--- config.mk ---
export PLATFORM = sky130hd
export DESIGN_NAME = alsd_cell
export DESIGN_NICKNAME = d
export VERILOG_FILES = /design/src/rtl/assert_macros.svh /design/src/rtl/alsd_pkg.sv /design/src/rtl/alsd_cell.sv
export SDC_FILE = /design/constraint.sdc
export NUM_CORES = 1
export LEC_CHECK = 0
export ABC_AREA = 1
export BUFFER_PORTS_ARGS = -buffer_cell sky130_fd_sc_hd__buf_4
export CAP_MARGIN = 20
export CORE_MARGIN = 3
export CORE_UTILIZATION = 55
export CTS_BUF_LIST = sky130_fd_sc_hd__clkbuf_4
export DETAILED_ROUTE_END_ITERATION = 8
export PLACE_DENSITY_LB_ADDON = 0.12
export REMOVE_ABC_BUFFERS = 1
export SLEW_MARGIN = 20
export SYNTH_ARGS = -nofsm -noshare
export SYNTH_HDL_FRONTEND = slang
export SYNTH_SLANG_ARGS = --single-unit
--- constraint.sdc ---
create_clock -name aclk -period 4.9 [get_ports aclk]
set_clock_uncertainty 0.2 [all_clocks]
set_input_delay 0.49 -clock aclk [delete_from_list [all_inputs] [get_ports aclk]]
set_output_delay 0.49 -clock aclk [all_outputs]
set_load 0.05 [all_outputs]
--- src/rtl/assert_macros.svh ---
// Assertion helpers shared by the RTL. Every check is sampled on the rising
// edge of aclk and is disabled while aresetn is low.
`ifndef ASSERT_MACROS_SVH
`define ASSERT_MACROS_SVH

// Concurrent check of a property.
`define CHK_PROP(label, prop, msg) \
    label: assert property (@(posedge aclk) disable iff (!aresetn) (prop)) \
        else $error(msg);

// Check that an expression never holds.
`define CHK_NEVER(label, expr, msg) \
    `CHK_PROP(label, !(expr), msg)

`endif

--- src/rtl/alsd_pkg.sv ---
package alsd_pkg;

    localparam int SCORE_W    = 21;
    localparam int COUNT_W    = 7;
    localparam int COORD_IN_W = 8;
    localparam int COORD_MAX_W = 16;

    localparam logic [SCORE_W-1:0] SCORE_MAX = {SCORE_W{1'b1}};
    localparam int COUNT_MAX = 127;

    localparam logic [1:0] MODE_PAIR = 2'd0;
    localparam logic [1:0] MODE_L1   = 2'd1;
    localparam logic [1:0] MODE_LINF = 2'd2;

    localparam logic FUNC_CENTER = 1'b0;
    localparam logic FUNC_POINT  = 1'b1;

    // Control part of the token that walks down the cell chain.
    typedef struct packed {
        logic valid;
        logic pairwise;
        logic last;
    } tok_ctrl_t;

    function automatic logic [SCORE_W-1:0] sat_add(input logic [SCORE_W-1:0] a,
                                                   input logic [SCORE_W-1:0] b);
        logic [SCORE_W:0] s;
        s = {1'b0, a} + {1'b0, b};
        return s[SCORE_W] ? SCORE_MAX : s[SCORE_W-1:0];
    endfunction

    function automatic logic [COORD_MAX_W-1:0] abs_diff(input logic [COORD_MAX_W-1:0] a,
                                                        input logic [COORD_MAX_W-1:0] b);
        return (a > b) ? (a - b) : (b - a);
    endfunction

endpackage

--- src/rtl/alsd_cell.sv ---
module alsd_cell
    import alsd_pkg::*;
#(
    parameter int CELL_IDX   = 0,
    parameter int COORD_BITS = 8,
    parameter int CNT_W      = 7
) (
    input  logic                  aclk,
    input  logic                  aresetn,
    input  tok_ctrl_t             in_ctrl,
    input  logic [3*COORD_BITS-1:0] in_pt,
    input  logic [CNT_W-1:0]      in_count,
    input  logic [SCORE_W-1:0]    in_sum,
    output tok_ctrl_t             out_ctrl,
    output logic [3*COORD_BITS-1:0] out_pt,
    output logic [CNT_W-1:0]      out_count,
    output logic [SCORE_W-1:0]    out_sum
);

    logic [3*COORD_BITS-1:0] store_reg;
    tok_ctrl_t               ctrl_reg;
    logic [3*COORD_BITS-1:0] pt_reg;
    logic [CNT_W-1:0]        count_reg;
    logic [SCORE_W-1:0]      sum_reg;

    logic [COORD_BITS-1:0] dx, dy, dz;
    logic [SCORE_W-1:0]    pair_dist;
    logic [SCORE_W-1:0]    sum_next;
    logic                  hit;
    logic                  wr_en;

    always_comb begin
        dx = COORD_BITS'(abs_diff(COORD_MAX_W'(in_pt[COORD_BITS-1:0]),
                                  COORD_MAX_W'(store_reg[COORD_BITS-1:0])));
        dy = COORD_BITS'(abs_diff(COORD_MAX_W'(in_pt[2*COORD_BITS-1:COORD_BITS]),
                                  COORD_MAX_W'(store_reg[2*COORD_BITS-1:COORD_BITS])));
        dz = COORD_BITS'(abs_diff(COORD_MAX_W'(in_pt[3*COORD_BITS-1:2*COORD_BITS]),
                                  COORD_MAX_W'(store_reg[3*COORD_BITS-1:2*COORD_BITS])));
        pair_dist = SCORE_W'(dx) + SCORE_W'(dy) + SCORE_W'(dz);
        // Only cells below the count hold a point of the current set.
        hit = in_ctrl.valid && in_ctrl.pairwise && (CNT_W'(CELL_IDX) < in_count);
        sum_next = hit ? sat_add(in_sum, pair_dist) : in_sum;
        // The first free cell captures the new point as it passes.
        wr_en = in_ctrl.valid && (in_count == CNT_W'(CELL_IDX));
    end

    always_ff @(posedge aclk) begin
        if (wr_en) begin
            store_reg <= in_pt;
        end
        pt_reg    <= in_pt;
        count_reg <= in_count;
        sum_reg   <= sum_next;
        if (!aresetn) begin
            ctrl_reg <= '0;
        end else begin
            ctrl_reg <= in_ctrl;
        end
    end

    assign out_ctrl  = ctrl_reg;
    assign out_pt    = pt_reg;
    assign out_count = count_reg;
    assign out_sum   = sum_reg;

endmodule
==> impl_metrics.csv <==
group,metric,value,unit
pwr,seq_power_share,33.8,%
routing,dr.pass1.iters,5,
worst_hold_path,min_path_type,"input port to flop",
finish,drive_above_1_share,20.5,%
synth,yosysWarnings,0,
floorplan,io_pins,112,
cts,clock-sinks,79,
setup_path,cp-start-kind,"input port",
timing,hold_viol_final,0,
setup_path,required,5.05,ns
routing,routed_via_density,4.95,
synth,avgSynthCellArea,7.51,um^2
synth,synth_cell_type_count,37,
timing,rsz0062_at_grt,"yes",
cts,clkTransAtPathRegs,0.12,ns
finish,syn2layout_area_growth,25.3,%
timing,worst_pin_slew,0.828,ns
place,port_buffers,111,
cts,clk_path_buf_depth,2,
setup_path,end_kind,"flop",
synth,seq_area_frac_synth,30.7,%
synth,yosysTopAreaCell,"dfxtp_1",
finish,final_cells,1084,
floorplan,std_cell_rows,37,
synth,synth-xor-area-share,3.70,%
status,status,"complete, no violations",
grt,grt_overflow,0,
synth,synth_compound_area_share,5.34,%
timing,fin_crit_sh,95.2,%
grt,grt_max_degree,25,
synth,ys_async_sr_fraction,0,%
routing,via_count,5364,
synth,synth_edf_count,24,
place,dp_cells,1030,
finish,final_util,71.3,%
grt,grt_pass1_vias,5225,
synth,yosys-top-cells-count,"208 x nand2_1, 151 x inv_1, 61 x nor2_1",
synth,synth_top_family_by_area,"simple AND/OR/NAND/NOR gates",
synth,synthMuxAreaShare,0,%
cts,cts_made_buffers,9,
timing,hold_ws,0.0468,ns
place,hpwl,11100,um
timing,relSlewSlack,44.7,%
pwr,p_per_area,291,nW/um^2
synth,synth_top_area_share,18.6,%
grt,met1_usage,30.3,%
setup_path,critPathMaxFanout,9,
synth,yosys.area_share.simple,29.9,%
routing,wl_per_cell,13.0,um
cts,cts_tree,"built",
synth,syn_area,5930,um^2
floorplan,die_area,12100,um^2
routing,routed_wl,14100,um
finish,diodes,0,
floorplan,coreArea,10400,um^2
floorplan,die_h,110,um
pwr,ir_drop,176,uV
synth,yosysMostFrequentCell,"nand2_1",
cts,cts_root_buffer,"clkbuf_4",
cts,htree_levels,3,
place,gp_congestion,0.935,
timing,fin_crit,4.67,ns
pwr,pwr-share-comb,51.2,%
grt,grt.busiest_layer,"met2",
synth,synth_flop_cell,"dfxtp_1",
setup_path,worst_ep_arrival_time,4.82,ns
pwr,p_leak,4.03,nW
grt,met2_usage,42.2,%
job,drv_cap,0,
grt,grtUsageTotal,24.6,%
grt,use_met3,3.82,%
grt,grt_first_pass_wirelength,23300,um
pwr,p_int,1.22,mW
synth,synthAdderAreaFrac,19.3,%
pwr,netSwitchingFraction,43.7,%
pwr,clkPwrFrac,15.0,%
floorplan,die_x,110,um
routing,final_antenna_net_count,0,
routing,drt_iter0_markers,194,
finish,fillers,860,
setup_path,criticalPathCategory,"input port to flop",
pwr,p_sw,946,uW
routing,drc,0,
timing,setup_viol,0,
timing,max_freq,214,MHz
grt,antenna_found_initial,0,
synth,synthCells,789,
synth,synth_seq_cells,79,
timing,drv_slew,0,
synth,netlist_top_cells_area,"dfxtp_1 19%, nand2_1 13%, edfxtp_1 12%",
floorplan,start_util,56.9,%
cts,insertion_delay,0.47,ns
finish,layout.nets,1078,
==> power groups by stage <==
stage	clock network [mW]	logic, mW	registers, mW
after floorplan	0	0.620	0.897
after detailed placement	0	1.05	0.746
after global routing	0.365	1.25	0.735
after global placement	0	1.04	0.745
after CTS	0.345	1.08	0.731
final	0.325	1.11	0.731
==> cells by family after synthesis <==
group / after synthesis
and+or+nand+nor: 385
DFF: 79
xor gates and xnor gates: 25
AOI/OAI and AO/OA: 56
adders and majority gates: 78
buffers and inverters: 166
==> final timing paths <==
kind	start	end	slack (ns)	depth (start not counted)
max	in_pt[0]	out_sum[15]	0.23	25
min	in_sum[18]	out_sum[18]	0.05	3
max reg2reg	store_reg[13]	out_sum[15]	0.59	18
min reg2reg	store_reg[16]	out_sum[0]	0.82	5
==> layer usage <==
layer | share of wire [%] | wire length, um | vias to the layer above
li1 | - | - | 2747
met1 | 44 | 6240 | 2437
met2 | 48 | 6830 | 150
met3 | 4.7 | 671 | 30
met4 | 2.7 | 378 | 0
met5 | 0 | 0 | -
==> through the flow <==
step,instance area (um^2),setup TNS [ns],power (mW),setup slack [ns]
3_5_place_dp,6900,0,1.80,0.0815
3_3_place_gp,6900,0,1.78,0.241
2_1_floorplan,5880,0,1.52,0.593
4_1_cts,7370,0,2.15,0.0666
6_report,7430,0,2.16,0.233
5_1_grt,7430,-0.00401,2.35,-0.00401
==> what timing repair did <==
| action | 4_1_cts | 5_1_grt |
|---|---|---|
| endpoints found under the hold margin | 55 | 0 |
| gates resized for setup | 0 | 11 |
| hold buffers | 37 | 0 |
| setup buffers | 0 | 0 |
| endpoints found under the setup margin | 0 | 21 |
==> critical path: stages <==
cell,delay (ns)
dlygate4sd3_1,0.53
buf_4,0.15
inv_1,0.05
ha_1,0.13
inv_1,0.07
fa_2,0.37
nand2_1,0.09
nand2_2,0.06
nand2_1,0.07
nand2_2,0.06
nand2_4,0.11
o21ai_0,0.10
o21ai_0,0.09
inv_1,0.08
fa_1,0.51
inv_1,0.06
fa_1,0.53
inv_1,0.07
fa_2,0.42
nand3_1,0.11
nand3_2,0.11
nand3_2,0.10
nand3_4,0.12
nand3_2,0.21
nand3_2,0.10
==> final cells by class <==
cell class              count  area, um^2  area share [%]
clock inverters             6        27.5           0.371
clock buffers              10        75.1            1.01
well taps                 136         170            2.29
flip-flops and latches     79        1820            24.5
repair buffers            149        1210            16.3
inverters                 159         607            8.17
multi-input cells         545        3510            47.3
==> cell usage in the layout, fill, tap and decap left out, types with 14 or more instances in the layout <==
| cell | netlist | final |
|---|---|---|
| a21oi_1 | 33 | 32 |
| fa_1 | 22 | 19 |
| dfxtp_1 | 55 | 55 |
| edfxtp_1 | 24 | 24 |
| nand2_1 | 208 | 207 |
| nor2_1 | 61 | 60 |
| dlygate4sd3_1 | 0 | 37 |
| inv_1 | 151 | 151 |
| nand2_2 | 16 | 16 |
| nand3_1 | 53 | 51 |
| buf_4 | 2 | 112 |
| xor2_1 | 25 | 25 |
| nand3_2 | 11 | 14 |
| ha_1 | 56 | 53 |
Note: power is estimated with default switching activity, not from simulation.
